==> src/bcld_pkg.sv <==
package bcld_pkg;

    // fixed field widths
    localparam int BLK_W      = 32;
    localparam int CAP_W      = 5;
    localparam int LEN_W      = 24;
    localparam int SRC_W      = 48;
    localparam int CFG_IDX_W  = 2;
    localparam int CFG_DATA_W = 48;

    // register indexes on the configuration port
    localparam logic [CFG_IDX_W-1:0] CFG_CAPACITY     = 2'd0;
    localparam logic [CFG_IDX_W-1:0] CFG_BLOCK_LENGTH = 2'd1;
    localparam logic [CFG_IDX_W-1:0] CFG_TRIM_TOTAL   = 2'd2;
    localparam logic [CFG_IDX_W-1:0] CFG_SOURCE_BYTES = 2'd3;

    // register reset values
    localparam logic [CAP_W-1:0] CAP_RST = 5'd16;
    localparam logic [LEN_W-1:0] LEN_RST = 24'd32768;
    localparam logic [LEN_W-1:0] TRIM_RST = 24'd0;
    localparam logic [SRC_W-1:0] SRC_RST = 48'd0;

    // action codes
    localparam logic ACT_ACCESS = 1'b0;
    localparam logic ACT_FLUSH  = 1'b1;

    typedef enum logic [1:0] {
        F_IDLE,
        F_MUL,
        F_CMP,
        F_SEND
    } fe_state_t;

    typedef enum logic [1:0] {
        B_IDLE,
        B_SCAN,
        B_TAIL,
        B_DECIDE
    } be_state_t;

    // classified command from front to back
    typedef struct packed {
        logic             action;
        logic [BLK_W-1:0] block;
        logic             redo;
        logic             fits;
    } cmd_t;

    // one result transaction
    typedef struct packed {
        logic             success;
        logic             was_resident;
        logic             need_fetch;
        logic             need_process;
        logic             evict_valid;
        logic [BLK_W-1:0] evicted_block;
    } res_t;

endpackage

==> src/bcld_queue.sv <==
module bcld_queue
    import bcld_pkg::*;
#(
    parameter int WIDTH = 8
)
(
    input  logic             clk,
    input  logic             rst_n,
    input  logic             push,
    input  logic [WIDTH-1:0] push_data,
    output logic             full,
    input  logic             pop,
    output logic [WIDTH-1:0] pop_data,
    output logic             empty
);

    localparam int DEPTH = 2;

    logic [WIDTH-1:0] mem_reg [DEPTH];
    logic             wr_ptr_reg;
    logic             rd_ptr_reg;
    logic [1:0]       cnt_reg;
    logic             do_push;
    logic             do_pop;

    assign full     = (cnt_reg == 2'(DEPTH));
    assign empty    = (cnt_reg == 2'd0);
    assign do_push  = push && !full;
    assign do_pop   = pop && !empty;
    assign pop_data = mem_reg[rd_ptr_reg];

    always_ff @(posedge clk or negedge rst_n)
    begin
        if (!rst_n)
        begin
            wr_ptr_reg <= 1'b0;
            rd_ptr_reg <= 1'b0;
            cnt_reg    <= 2'd0;
        end
        else
        begin
            if (do_push)
            begin
                wr_ptr_reg <= ~wr_ptr_reg;
            end
            if (do_pop)
            begin
                rd_ptr_reg <= ~rd_ptr_reg;
            end
            if (do_push && !do_pop)
            begin
                cnt_reg <= cnt_reg + 2'd1;
            end
            else if (do_pop && !do_push)
            begin
                cnt_reg <= cnt_reg - 2'd1;
            end
        end
    end

    always_ff @(posedge clk)
    begin
        if (do_push)
        begin
            mem_reg[wr_ptr_reg] <= push_data;
        end
    end

endmodule

==> src/bcld_front.sv <==
module bcld_front
    import bcld_pkg::*;
#(
    parameter int BLOCK_BITS = 32
)
(
    input  logic             clk,
    input  logic             rst_n,
    input  logic             push,
    output logic             full,
    input  logic             action,
    input  logic [BLK_W-1:0] block_number,
    input  logic             redo,
    input  logic [LEN_W-1:0] block_length,
    input  logic [LEN_W-1:0] trim_total,
    input  logic [SRC_W-1:0] source_bytes,
    output logic             cmd_push,
    output cmd_t             cmd_data,
    input  logic             cmd_full
);

    localparam int TAG_W  = (BLOCK_BITS < BLK_W) ? BLOCK_BITS : BLK_W;
    localparam int PROD_W = TAG_W + LEN_W;
    localparam int SUM_W  = (PROD_W + 1 > SRC_W) ? PROD_W + 1 : SRC_W;

    fe_state_t         state_reg;
    fe_state_t         state_next;
    logic              action_reg;
    logic [TAG_W-1:0]  blk_reg;
    logic              force_reg;
    logic [PROD_W-1:0] product_reg;
    logic              fits_reg;
    logic [LEN_W-1:0]  stride;
    logic              fits_next;
    logic              accept;

    assign full   = (state_reg != F_IDLE);
    assign accept = push && !full;

    // stride is length minus trim, zero when the trim swallows the block
    assign stride = (block_length > trim_total) ? (block_length - trim_total) : '0;

    // offset plus length within the source, exact so no overflow check needed
    assign fits_next = (SUM_W'(product_reg) + SUM_W'(block_length)) <= SUM_W'(source_bytes);

    always_comb
    begin
        state_next          = state_reg;
        cmd_push            = 1'b0;
        cmd_data.action     = action_reg;
        cmd_data.block      = BLK_W'(blk_reg);
        cmd_data.redo       = force_reg;
        cmd_data.fits       = fits_reg;
        case (state_reg)
            F_IDLE:
            begin
                if (accept)
                begin
                    state_next = F_MUL;
                end
            end
            F_MUL:
            begin
                state_next = F_CMP;
            end
            F_CMP:
            begin
                state_next = F_SEND;
            end
            F_SEND:
            begin
                if (!cmd_full)
                begin
                    cmd_push   = 1'b1;
                    state_next = F_IDLE;
                end
            end
            default:
            begin
                state_next = F_IDLE;
            end
        endcase
    end

    always_ff @(posedge clk or negedge rst_n)
    begin
        if (!rst_n)
        begin
            state_reg <= F_IDLE;
        end
        else
        begin
            state_reg <= state_next;
        end
    end

    always_ff @(posedge clk)
    begin
        if (accept)
        begin
            action_reg <= action;
            blk_reg    <= block_number[TAG_W-1:0];
            force_reg  <= redo;
        end
        if (state_reg == F_MUL)
        begin
            product_reg <= PROD_W'(blk_reg) * PROD_W'(stride);
        end
        if (state_reg == F_CMP)
        begin
            fits_reg <= fits_next;
        end
    end

endmodule

==> src/bcld_back.sv <==
module bcld_back
    import bcld_pkg::*;
#(
    parameter int ENTRIES    = 16,
    parameter int BLOCK_BITS = 32
)
(
    input  logic             clk,
    input  logic             rst_n,
    input  logic             cmd_empty,
    output logic             cmd_pop,
    input  cmd_t             cmd_data,
    input  logic [CAP_W-1:0] capacity,
    output logic             res_push,
    output res_t             res_data,
    input  logic             res_full
);

    localparam int TAG_W  = (BLOCK_BITS < BLK_W) ? BLOCK_BITS : BLK_W;
    localparam int IDX_W  = (ENTRIES > 1) ? $clog2(ENTRIES) : 1;
    localparam int RANK_W = IDX_W;
    localparam int CNT_W  = $clog2(ENTRIES + 1);
    localparam int CMP_W  = (CNT_W > CAP_W) ? CNT_W : CAP_W;
    localparam logic [IDX_W-1:0] LAST_IDX = IDX_W'(ENTRIES - 1);

    be_state_t          state_reg;
    be_state_t          state_next;
    cmd_t               cmd_reg;

    // tag store, one read and one write port
    logic [TAG_W-1:0]   tag_mem [ENTRIES];
    logic [TAG_W-1:0]   rd_data_reg;
    logic [IDX_W-1:0]   scan_reg;
    logic [IDX_W-1:0]   rd_idx_reg;
    logic               rd_vld_reg;

    logic [ENTRIES-1:0] valid_reg;
    logic [ENTRIES-1:0] proc_reg;
    logic [RANK_W-1:0]  rank_reg [ENTRIES];
    logic [CNT_W-1:0]   count_reg;

    logic               hit_found_reg;
    logic [IDX_W-1:0]   hit_idx_reg;
    logic [RANK_W-1:0]  hit_rank_reg;
    logic               hit_proc_reg;
    logic               vic_found_reg;
    logic [IDX_W-1:0]   vic_idx_reg;
    logic [TAG_W-1:0]   vic_tag_reg;
    logic               free_found_reg;
    logic [IDX_W-1:0]   free_idx_reg;

    logic               cur_valid;
    logic [RANK_W-1:0]  cur_rank;
    logic               tag_match;
    logic               is_oldest;
    logic [CMP_W-1:0]   cap_ext;
    logic [CMP_W-1:0]   eff_cap;
    logic               evicting;
    logic [IDX_W-1:0]   slot;
    logic               is_flush;
    logic               do_hit;
    logic               do_insert;

    // per-entry view of the tag coming out of the store
    assign cur_valid = valid_reg[rd_idx_reg];
    assign cur_rank  = rank_reg[rd_idx_reg];
    assign tag_match = (rd_data_reg == cmd_reg.block[TAG_W-1:0]);
    assign is_oldest = cur_valid && (CNT_W'(cur_rank) == (count_reg - CNT_W'(1)));

    // capacity clamped to 1 .. ENTRIES
    assign cap_ext = CMP_W'(capacity);
    always_comb
    begin
        if (capacity == '0)
        begin
            eff_cap = CMP_W'(1);
        end
        else if (cap_ext > CMP_W'(ENTRIES))
        begin
            eff_cap = CMP_W'(ENTRIES);
        end
        else
        begin
            eff_cap = cap_ext;
        end
    end

    assign evicting  = (CMP_W'(count_reg) >= eff_cap) && vic_found_reg;
    assign slot      = evicting ? vic_idx_reg : free_idx_reg;
    assign is_flush  = (cmd_reg.action == ACT_FLUSH);
    assign do_hit    = !is_flush && hit_found_reg;
    assign do_insert = !is_flush && !hit_found_reg && cmd_reg.fits;

    always_comb
    begin
        res_data.success       = do_hit || do_insert;
        res_data.was_resident  = do_hit;
        res_data.need_fetch    = do_insert;
        res_data.need_process  = do_insert ||
                                 (do_hit && (!hit_proc_reg || cmd_reg.redo));
        res_data.evict_valid   = do_insert && evicting;
        res_data.evicted_block = (do_insert && evicting) ? BLK_W'(vic_tag_reg) : '0;
    end

    always_comb
    begin
        state_next = state_reg;
        cmd_pop    = 1'b0;
        res_push   = 1'b0;
        case (state_reg)
            B_IDLE:
            begin
                if (!cmd_empty)
                begin
                    cmd_pop    = 1'b1;
                    state_next = (cmd_data.action == ACT_FLUSH) ? B_DECIDE : B_SCAN;
                end
            end
            B_SCAN:
            begin
                if (scan_reg == LAST_IDX)
                begin
                    state_next = B_TAIL;
                end
            end
            B_TAIL:
            begin
                state_next = B_DECIDE;
            end
            B_DECIDE:
            begin
                if (!res_full)
                begin
                    res_push   = 1'b1;
                    state_next = B_IDLE;
                end
            end
            default:
            begin
                state_next = B_IDLE;
            end
        endcase
    end

    always_ff @(posedge clk or negedge rst_n)
    begin
        if (!rst_n)
        begin
            state_reg      <= B_IDLE;
            rd_vld_reg     <= 1'b0;
            hit_found_reg  <= 1'b0;
            vic_found_reg  <= 1'b0;
            free_found_reg <= 1'b0;
            scan_reg       <= '0;
        end
        else
        begin
            state_reg  <= state_next;
            rd_vld_reg <= (state_reg == B_SCAN);
            if (cmd_pop)
            begin
                scan_reg       <= '0;
                hit_found_reg  <= 1'b0;
                vic_found_reg  <= 1'b0;
                free_found_reg <= 1'b0;
            end
            else
            begin
                if (state_reg == B_SCAN)
                begin
                    scan_reg <= scan_reg + 1'b1;
                end
                if (rd_vld_reg)
                begin
                    if (cur_valid && tag_match && !hit_found_reg)
                    begin
                        hit_found_reg <= 1'b1;
                    end
                    if (is_oldest)
                    begin
                        vic_found_reg <= 1'b1;
                    end
                    if (!cur_valid && !free_found_reg)
                    begin
                        free_found_reg <= 1'b1;
                    end
                end
            end
        end
    end

    // scan captures, no reset needed
    always_ff @(posedge clk)
    begin
        if (cmd_pop)
        begin
            cmd_reg <= cmd_data;
        end
        if (state_reg == B_SCAN)
        begin
            rd_idx_reg <= scan_reg;
        end
        if (rd_vld_reg)
        begin
            if (cur_valid && tag_match && !hit_found_reg)
            begin
                hit_idx_reg  <= rd_idx_reg;
                hit_rank_reg <= cur_rank;
                hit_proc_reg <= proc_reg[rd_idx_reg];
            end
            if (is_oldest)
            begin
                vic_idx_reg <= rd_idx_reg;
                vic_tag_reg <= rd_data_reg;
            end
            if (!cur_valid && !free_found_reg)
            begin
                free_idx_reg <= rd_idx_reg;
            end
        end
    end

    always_ff @(posedge clk)
    begin
        if (state_reg == B_SCAN)
        begin
            rd_data_reg <= tag_mem[scan_reg];
        end
        if (res_push && do_insert)
        begin
            tag_mem[slot] <= cmd_reg.block[TAG_W-1:0];
        end
    end

    // directory state: valid, processed marks, recency ranks, fill count
    always_ff @(posedge clk or negedge rst_n)
    begin
        if (!rst_n)
        begin
            valid_reg <= '0;
            proc_reg  <= '0;
            count_reg <= '0;
            for (int i = 0; i < ENTRIES; i++)
            begin
                rank_reg[i] <= '0;
            end
        end
        else if (res_push)
        begin
            if (is_flush)
            begin
                proc_reg <= '0;
            end
            else if (do_hit)
            begin
                proc_reg[hit_idx_reg] <= 1'b1;
                for (int i = 0; i < ENTRIES; i++)
                begin
                    if (IDX_W'(i) == hit_idx_reg)
                    begin
                        rank_reg[i] <= '0;
                    end
                    else if (valid_reg[i] && (rank_reg[i] < hit_rank_reg))
                    begin
                        rank_reg[i] <= rank_reg[i] + 1'b1;
                    end
                end
            end
            else if (do_insert)
            begin
                valid_reg[slot] <= 1'b1;
                proc_reg[slot]  <= 1'b1;
                for (int i = 0; i < ENTRIES; i++)
                begin
                    if (IDX_W'(i) == slot)
                    begin
                        rank_reg[i] <= '0;
                    end
                    else if (valid_reg[i])
                    begin
                        rank_reg[i] <= rank_reg[i] + 1'b1;
                    end
                end
                if (!evicting)
                begin
                    count_reg <= count_reg + 1'b1;
                end
            end
        end
    end

    a_count_matches_valid: assert property (@(posedge clk) disable iff (!rst_n)
        $countones(valid_reg) == int'(count_reg))
        else $error("fill count out of step with valid entries");

    a_read_in_scan: assert property (@(posedge clk) disable iff (!rst_n)
        rd_vld_reg |-> (state_reg == B_SCAN || state_reg == B_TAIL))
        else $error("tag read data outside the scan");

    a_free_slot_free: assert property (@(posedge clk) disable iff (!rst_n)
        (res_push && do_insert && !evicting) |-> !valid_reg[slot])
        else $error("insert into an occupied entry without eviction");

    a_hit_valid: assert property (@(posedge clk) disable iff (!rst_n)
        (res_push && do_hit) |-> valid_reg[hit_idx_reg])
        else $error("hit on an invalid entry");

endmodule

==> src/block_cache_lru_directory.sv <==
// flow: the front multiplies and compares, the command queue buffers, the back scans
//   the tags and decides; a flush skips the scan in the back but still passes the front
// pace: set by the tag memory scan at one entry per cycle; the front takes a new
//   request only once it has sent the last one into the command queue
// reset: registers return to capacity 16, length 32768, trim 0, source 0; the directory
//   is empty at once (valid bits cleared), no clearing pass, tag memory left as is
module block_cache_lru_directory
    import bcld_pkg::*;
#(
    parameter int ENTRIES    = 16,
    parameter int BLOCK_BITS = 32
)
(
    input  logic                  clk,
    input  logic                  rst_n,

    // request side, queue style
    input  logic                  push,
    output logic                  full,
    input  logic                  action,
    input  logic [BLK_W-1:0]      block_number,
    input  logic                  redo,

    // result side, queue style
    output logic                  empty,
    input  logic                  pop,
    output logic                  success,
    output logic                  was_resident,
    output logic                  need_fetch,
    output logic                  need_process,
    output logic                  evict_valid,
    output logic [BLK_W-1:0]      evicted_block,

    // configuration write channel
    input  logic                  cfg_valid,
    output logic                  cfg_ready,
    input  logic [CFG_IDX_W-1:0]  cfg_index,
    input  logic [CFG_DATA_W-1:0] cfg_data
);

    // configuration registers
    logic [CAP_W-1:0] cap_reg;
    logic [LEN_W-1:0] len_reg;
    logic [LEN_W-1:0] trim_reg;
    logic [SRC_W-1:0] src_reg;

    // front to command queue
    logic             cmd_push;
    cmd_t             cmd_wr;
    logic             cmd_full;

    // command queue to back
    logic             cmd_pop;
    cmd_t             cmd_rd;
    logic             cmd_empty;

    // back to result queue
    logic             res_push;
    res_t             res_wr;
    logic             res_full;
    res_t             res_rd;

    // writes always taken, unchecked: use the port only while the block is idle
    assign cfg_ready = 1'b1;

    always_ff @(posedge clk or negedge rst_n)
    begin
        if (!rst_n)
        begin
            cap_reg  <= CAP_RST;
            len_reg  <= LEN_RST;
            trim_reg <= TRIM_RST;
            src_reg  <= SRC_RST;
        end
        else if (cfg_valid && cfg_ready)
        begin
            case (cfg_index)
                CFG_CAPACITY:     cap_reg  <= cfg_data[CAP_W-1:0];
                CFG_BLOCK_LENGTH: len_reg  <= cfg_data[LEN_W-1:0];
                CFG_TRIM_TOTAL:   trim_reg <= cfg_data[LEN_W-1:0];
                CFG_SOURCE_BYTES: src_reg  <= cfg_data[SRC_W-1:0];
                default:
                begin
                end
            endcase
        end
    end

    // front: takes each transaction, masks the block number and checks whether a
    // missing block would still lie inside the source
    bcld_front #(
        .BLOCK_BITS (BLOCK_BITS)
    ) u_front (
        .clk          (clk),
        .rst_n        (rst_n),
        .push         (push),
        .full         (full),
        .action       (action),
        .block_number (block_number),
        .redo         (redo),
        .block_length (len_reg),
        .trim_total   (trim_reg),
        .source_bytes (src_reg),
        .cmd_push     (cmd_push),
        .cmd_data     (cmd_wr),
        .cmd_full     (cmd_full)
    );

    // short command queue so the front keeps classifying while the back scans
    bcld_queue #(
        .WIDTH ($bits(cmd_t))
    ) u_cmd_queue (
        .clk       (clk),
        .rst_n     (rst_n),
        .push      (cmd_push),
        .push_data (cmd_wr),
        .full      (cmd_full),
        .pop       (cmd_pop),
        .pop_data  (cmd_rd),
        .empty     (cmd_empty)
    );

    // back: tag scan (none for a flush), then hit, insert, evict or flush in one step
    bcld_back #(
        .ENTRIES    (ENTRIES),
        .BLOCK_BITS (BLOCK_BITS)
    ) u_back (
        .clk       (clk),
        .rst_n     (rst_n),
        .cmd_empty (cmd_empty),
        .cmd_pop   (cmd_pop),
        .cmd_data  (cmd_rd),
        .capacity  (cap_reg),
        .res_push  (res_push),
        .res_data  (res_wr),
        .res_full  (res_full)
    );

    // result queue parts the back from a stalled consumer
    bcld_queue #(
        .WIDTH ($bits(res_t))
    ) u_res_queue (
        .clk       (clk),
        .rst_n     (rst_n),
        .push      (res_push),
        .push_data (res_wr),
        .full      (res_full),
        .pop       (pop),
        .pop_data  (res_rd),
        .empty     (empty)
    );

    assign success       = res_rd.success;
    assign was_resident  = res_rd.was_resident;
    assign need_fetch    = res_rd.need_fetch;
    assign need_process  = res_rd.need_process;
    assign evict_valid   = res_rd.evict_valid;
    assign evicted_block = res_rd.evicted_block;

endmodule

==> config.mk <==
export PLATFORM = sky130hd
export DESIGN_NAME = block_cache_lru_directory
export DESIGN_NICKNAME = d
export VERILOG_FILES = /design/src/bcld_pkg.sv /design/src/bcld_queue.sv /design/src/bcld_front.sv /design/src/bcld_back.sv /design/src/block_cache_lru_directory.sv
export SDC_FILE = /design/constraint.sdc
export NUM_CORES = 2
export LEC_CHECK = 0
export BUFFER_PORTS_ARGS = -buffer_cell sky130_fd_sc_hd__buf_4
export CORE_AREA = 2 2 338 340
export CTS_BUF_LIST = sky130_fd_sc_hd__clkbuf_16
export CTS_CLUSTER_SIZE = 12
export DETAILED_ROUTE_END_ITERATION = 8
export DIE_AREA = 0 0 340 342
export PLACE_DENSITY = 0.87
export SYNTH_ARGS = -nofsm -noshare
export SYNTH_HDL_FRONTEND = slang
export SYNTH_SLANG_ARGS = --single-unit
==> constraint.sdc <==
create_clock -name clk -period 12.3 [get_ports clk]
set_clock_uncertainty 0.2 [all_clocks]
set_input_delay 2.46 -clock clk [delete_from_list [all_inputs] [get_ports clk]]
set_output_delay 2.46 -clock clk [all_outputs]
set_load 0.05 [all_outputs]
# Yosys cells after proc, flatten, opt, wreduce, memory -nomap -nowiden
# Memories as Yosys holds them, arrays and structs flattened. A register that Yosys moved wholly into a read port is not among the register bits.
# Cells that the tools add are included.
# Widths: inputs -> output; s select.
# totals
ff_bits	401
latch_bits	0
mem_bits_rw	656
rom_bits	0
output_inout_bits	40
mem_count	3
# mem_list
memory	words	word_bits	read_ports	rd_clocked_by_memory_dff	write_ports	line_no	source
u_back.tag_mem	16	32	1	1	1	bcld_back.sv:31	logic [TAG_W-1:0] tag_mem [ENTRIES];
u_res_queue.mem_reg	2	37	1	0	1	bcld_queue.sv:19	logic [WIDTH-1:0] mem_reg [DEPTH];
u_cmd_queue.mem_reg	2	35	1	0	1	bcld_queue.sv:19	
# op_classes
addsub	25
n_mul	1
div	0
order_cmp	26
eq_ne	65
shift	0
n_mux	120
bitwise	11
reduce_logical	120
# op_table
operator	n
$mux 4	69
$mux 64	2
$reduce_and 5->1	17
$add 4x1->4 const B	17
$eq 4x4->1 const A	16
$lt 4x4->1	16
$add 56x24->57	1
$le 57x48->1	1
$mul 32x24->56	1
$reduce_bool 3->1	17
$mux 16	3
$ne 3x3->1 const B	16
$or 16x16->16	3
$logic_and 1x1->1	38
$eq 3x4->1 const A	8
$eq 32x32->1	1
$mux 32	1
$mux 1	25
$gt 24x24->1	1
$mux 24	1
$reduce_and 2->1	12
$sub 24x24->24	1
$mux 2	10
$reduce_bool 2->1	9
other kinds (31)	82

# Depth between registers and ports, before layout
# depth
ltp_word	14
ltp_mapped	40

# Modules after synthesis
# A second synthesis with hierarchy kept.
# unflattened
hier_cells	5882
hier_area_um2	73274.0
# by_module_without_submodules
module	instances	cells_per_inst	area_per_inst_um2	seq_area_each_um2
bcld_front	1	3655	32258.4	2782.7
bcld_back	1	1748	31350.1	21755.9
block_cache_lru_directory	1	217	3843.7	2529.9
bcld_queue (u_res_queue)	1	134	2949.1	2322.2
bcld_queue (u_cmd_queue)	1	128	2872.8	2202.1

# Worst setup path before layout
# Ideal clock, no wire load.
# synth_timing
kind	register to register
startpoint	reg len_reg[0]
endpoint	reg u_front.product_reg[55], data pin
t_arrival_ns	9.259
required_ns	11.839
path_slack_ns	2.580
path_stages_with_launch	39
synth_period_minus_slack_ns	9.720
cell_sequence	dfrtp_1 inv_1 ha_1 fa_1 nor2b_1 o21ai_1 a21oi_1 o21ai_0 a21oi_1 a221o_1 a21o_1 nand4_2 buf_2 a21oi_1 clkbuf_1 and2_1 fa_1 fa_1 [3 not listed] inv_1 fa_1 fa_1 inv_1 fa_1 inv_1 ha_1 clkbuf_1 nand2_1 or3_1 nor4_1 a211oi_1 o41ai_4 a31o_2 a31oi_1 o211ai_1 o211ai_1 xnor2_1
# synth_via
elab_chain_cells	3
elab_cells_between_ends	4
cone_classes	add/sub: 1; mul: 1; order compare: 1; mux: 1
# synth_rtl
element	line_no	source
start: declaration	block_cache_lru_directory.sv:43	logic [LEN_W-1:0] len_reg;
start signal: assignment	block_cache_lru_directory.sv:79	CFG_BLOCK_LENGTH: len_reg <= cfg_data[LEN_W-1:0];
$sub 24x24->24 / $gt 24x24->1 (equally long branches)	bcld_front.sv:41	assign stride = (block_length > trim_total) ? (block_length - trim_total) : '0;
$mux 24 (*)	bcld_front.sv:41	
$mul 32x24->56 (*)	bcld_front.sv:107	product_reg <= PROD_W'(blk_reg) * PROD_W'(stride);
end signal: assignment	bcld_front.sv:107	
end: declaration	bcld_front.sv:31	logic [PROD_W-1:0] product_reg;
# Every way passes the cells marked *; elsewhere a longest branch is shown, timed or not.
# A chain may end at the register's enable or synchronous reset.

# Worst setup path after layout
# layout_timing
startpoint	reg len_reg[0]
endpoint	reg u_front.product_reg[53], data pin
# The elaborated chain is that of the path after synthesis.

==> impl_metrics.json <==
{
  "place_congestion": 0.962,
  "cpLargestDelayFamily": "compound AO/OA/AOI/OAI gates",
  "cts.path.max_buffers": 3,
  "clk_latency_ps": 770,
  "drc": 0,
  "yosysSeqAreaShare_pct": 43.4,
  "period_share_pct": 94.7,
  "dieArea_sq_um": 116000,
  "path_clk_slew_ps": 60,
  "numPortBuffers": 127,
  "crit_cells": 36,
  "tightest_slew_ps": 1450,
  "setup-tns-final_ps": 0,
  "clkSinkCount": 1089,
  "startpoint": "len_reg[0]",
  "cts_resized": 0,
  "largest_register_ffs": 512,
  "r2r_end": "u_front.product_reg[53]",
  "worstSetupPathType": "reg -> reg",
  "cp_max_fo": 19,
  "post-cts-setup-buffers": 0,
  "r2r-start": "len_reg[0]",
  "worst_r2r_path_depth": 36,
  "grt.total_usage_pct": 34.9,
  "ys_seq_elements": 1089,
  "fmax_mhz": 85.9,
  "hold_ws_ps": 218,
  "setup_viol_count_final": 0,
  "cts_tree": "yes",
  "final_nets": 6930,
  "drt-initial-drc-count": 5565,
  "rsz0062_at_grt": "no",
  "drive_above_1_share_pct": 13.8,
  "rows": 124,
  "finalHoldViolCount": 0,
  "syn_nets": 6888,
  "first_pass_iters": 6,
  "grt_pass1_wl_um": 305000,
  "grt_pass1_vias": 51300,
  "synth_edf_count": 867,
  "grt-ovfl-total": 0,
  "synth_area_sq_um": 72700,
  "htreeDepth": 3,
  "slew_viol_final": 0,
  "cp-start-kind": "register",
  "min_period_ps": 11640,
  "routedWlPerCell_um": 26.7,
  "syn_inst": 5777,
  "slowest_delay_ps": 1060,
  "antenna_found_initial": 2,
  "critPathCapture": "u_front.product_reg[53]",
  "die_h_um": 342,
  "status": "finished clean",
  "fill_cells": 7058,
  "die_x_um": 340,
  "io_pins": 129,
  "start_util_pct": 64.3,
  "grt_max_degree": 144,
  "vias": 48300,
  "yosysWarnings": 0,
  "routed_wl_um": 198000,
  "cts_buffers": 111,
  "area_growth_pct": 8.52,
  "postCtsHoldBufs": 0,
  "cp.buffers_inverters": 6,
  "crit_path_end_kind": "register",
  "synthArstFlopShare_pct": 20.4,
  "cap_violations": 0,
  "r2r_slack_ps": 660,
  "core_area_sq_um": 113000,
  "slowest_stage": "a21oi_2",
  "crit_required_ps": 12540,
  "maxSlewHeadroom_pct": 3.30,
  "clock-root-buffer": "clkbuf_16",
  "syn_avg_cell_area_sq_um": 12.6,
  "synthFlopType": "edfxtp_1",
  "yosysUniqueCellTypes": 87,
  "arrival_ps": 11880,
  "drtAntennaViolNets": 0,
  "min_path_type": "reg -> reg",
  "cpMostUsedCell": "fa_1",
  "hpwl_um": 129000,
  "drt-vias-per-instance": 6.51
}
-- cell families (layout without fill, tap and decap cells) --
| group | after synthesis | in the layout | synth area share [%] |
|---|---|---|---|
| AO/OA/AOI/OAI | 513 | 513 | 4.82 |
| adder cells (fa/ha/maj) | 1022 | 1022 | 24.4 |
| AND/OR/NAND/NOR | 1409 | 1409 | 10.1 |
| XOR/XNOR | 212 | 212 | 2.55 |
| flip-flops | 1089 | 1089 | 43.4 |
| buffers and inverters | 1163 | 1290 | 6.10 |
| multiplexers | 368 | 368 | 8.63 |
| other | 1 | 3 | 0.00515 |
-- metrics by stage --
step                std cells  utilization (%)  cell area (sq um)  worst slack [ps]
floorplan                5777                -              72700              2580
global placement         7218             66.8              75500              1120
detailed placement       7218             66.8              75500               832
CTS                      7416             69.8              78900               785
global route             7416             69.8              78900              4.89
finish                   7418             69.8              79000               657
-- area by class of cell --
| type | instances | area [sq um] | area share, % |
|---|---|---|---|
| diodes | 2 | 5.00 | 0.00634 |
| clock buffers | 112 | 2800 | 3.55 |
| clock inverters | 86 | 606 | 0.767 |
| inverters | 863 | 3240 | 4.10 |
| multi-input cells | 3525 | 37100 | 46.9 |
| flip-flops and latches | 1089 | 31600 | 40.0 |
| well taps | 1512 | 1890 | 2.40 |
| repair buffers | 229 | 1750 | 2.22 |
-- synthesized netlist by cell type, types with 15 or more instances --
master	count	share of area [%]
a21o_1	104	1.1
nor3_1	48	0.33
o21a_1	38	0.39
edfxtp_1	867	36
o21ai_0	68	0.47
clkbuf_1	237	1.2
nor4_1	15	0.13
xnor2_1	105	1.3
nor2_1	192	0.99
a32o_1	18	0.25
a311oi_1	18	0.22
nand3_1	169	1.2
nand4_1	78	0.67
dfrtp_1	220	7.6
xor2_1	107	1.3
mux4_2	190	5.9
and3_1	160	1.4
ha_1	362	6.2
nand2b_1	37	0.32
and2_1	299	2.6
buf_2	35	0.24
buf_1	22	0.11
nor2b_1	37	0.32
inv_1	862	4.4
a21oi_1	140	0.96
fa_1	660	18
o21bai_1	21	0.22
mux2_2	173	2.7
nand2_1	326	1.7
a31oi_1	25	0.21
-- worst min-delay path by stage --
stage	startpoint	end	slack, ps	cells past startpoint
floorplan	u_front.fits_reg	u_cmd_queue.mem_reg[0][0]	220	0
CTS	u_front.fits_reg	u_cmd_queue.mem_reg[1][0]	230	0
detailed placement	u_front.fits_reg	u_cmd_queue.mem_reg[0][0]	230	0
global route	u_front.fits_reg	u_cmd_queue.mem_reg[1][0]	250	0
global placement	u_front.fits_reg	u_cmd_queue.mem_reg[1][0]	230	0
finish	u_front.fits_reg	u_cmd_queue.mem_reg[1][0]	220	0
-- cells in the final DEF, fill, tap and decap left out, types with 112 or more instances in the layout --
master	Yosys	final
mux4_2	190	190
dfrtp_1	220	216
clkbuf_16	0	112
edfxtp_1	867	867
and3_1	160	159
buf_4	3	226
nand3_1	169	168
ha_1	362	360
mux2_2	173	173
and2_1	299	298
nand2_1	326	325
nor2_1	192	174
inv_1	862	913
a21oi_1	140	124
fa_1	660	660
-- routing by layer --
layer  vias to the layer above  routed length, um  global-route usage (%)
li1                      19800                  -                       -
met1                     24200              66100                    41.9
met2                      3394              98600                    59.1
met3                       926              19500                    6.77
met4                         0              14000                    20.5
met5                         -                  0                       0
-- worst reg2reg max path, delay by kind of cell (launching register included) --
kind	cells	cell delay (ps)
adder cells (fa/ha/maj)	10	4280
AND/OR/NAND/NOR	4	1060
AO/OA/AOI/OAI	16	4850
flip-flops	1	380
buffers and inverters	6	620
Power is not shown: default switching activity piles up to over one toggle a cycle in this logic, so the estimate is an artifact.
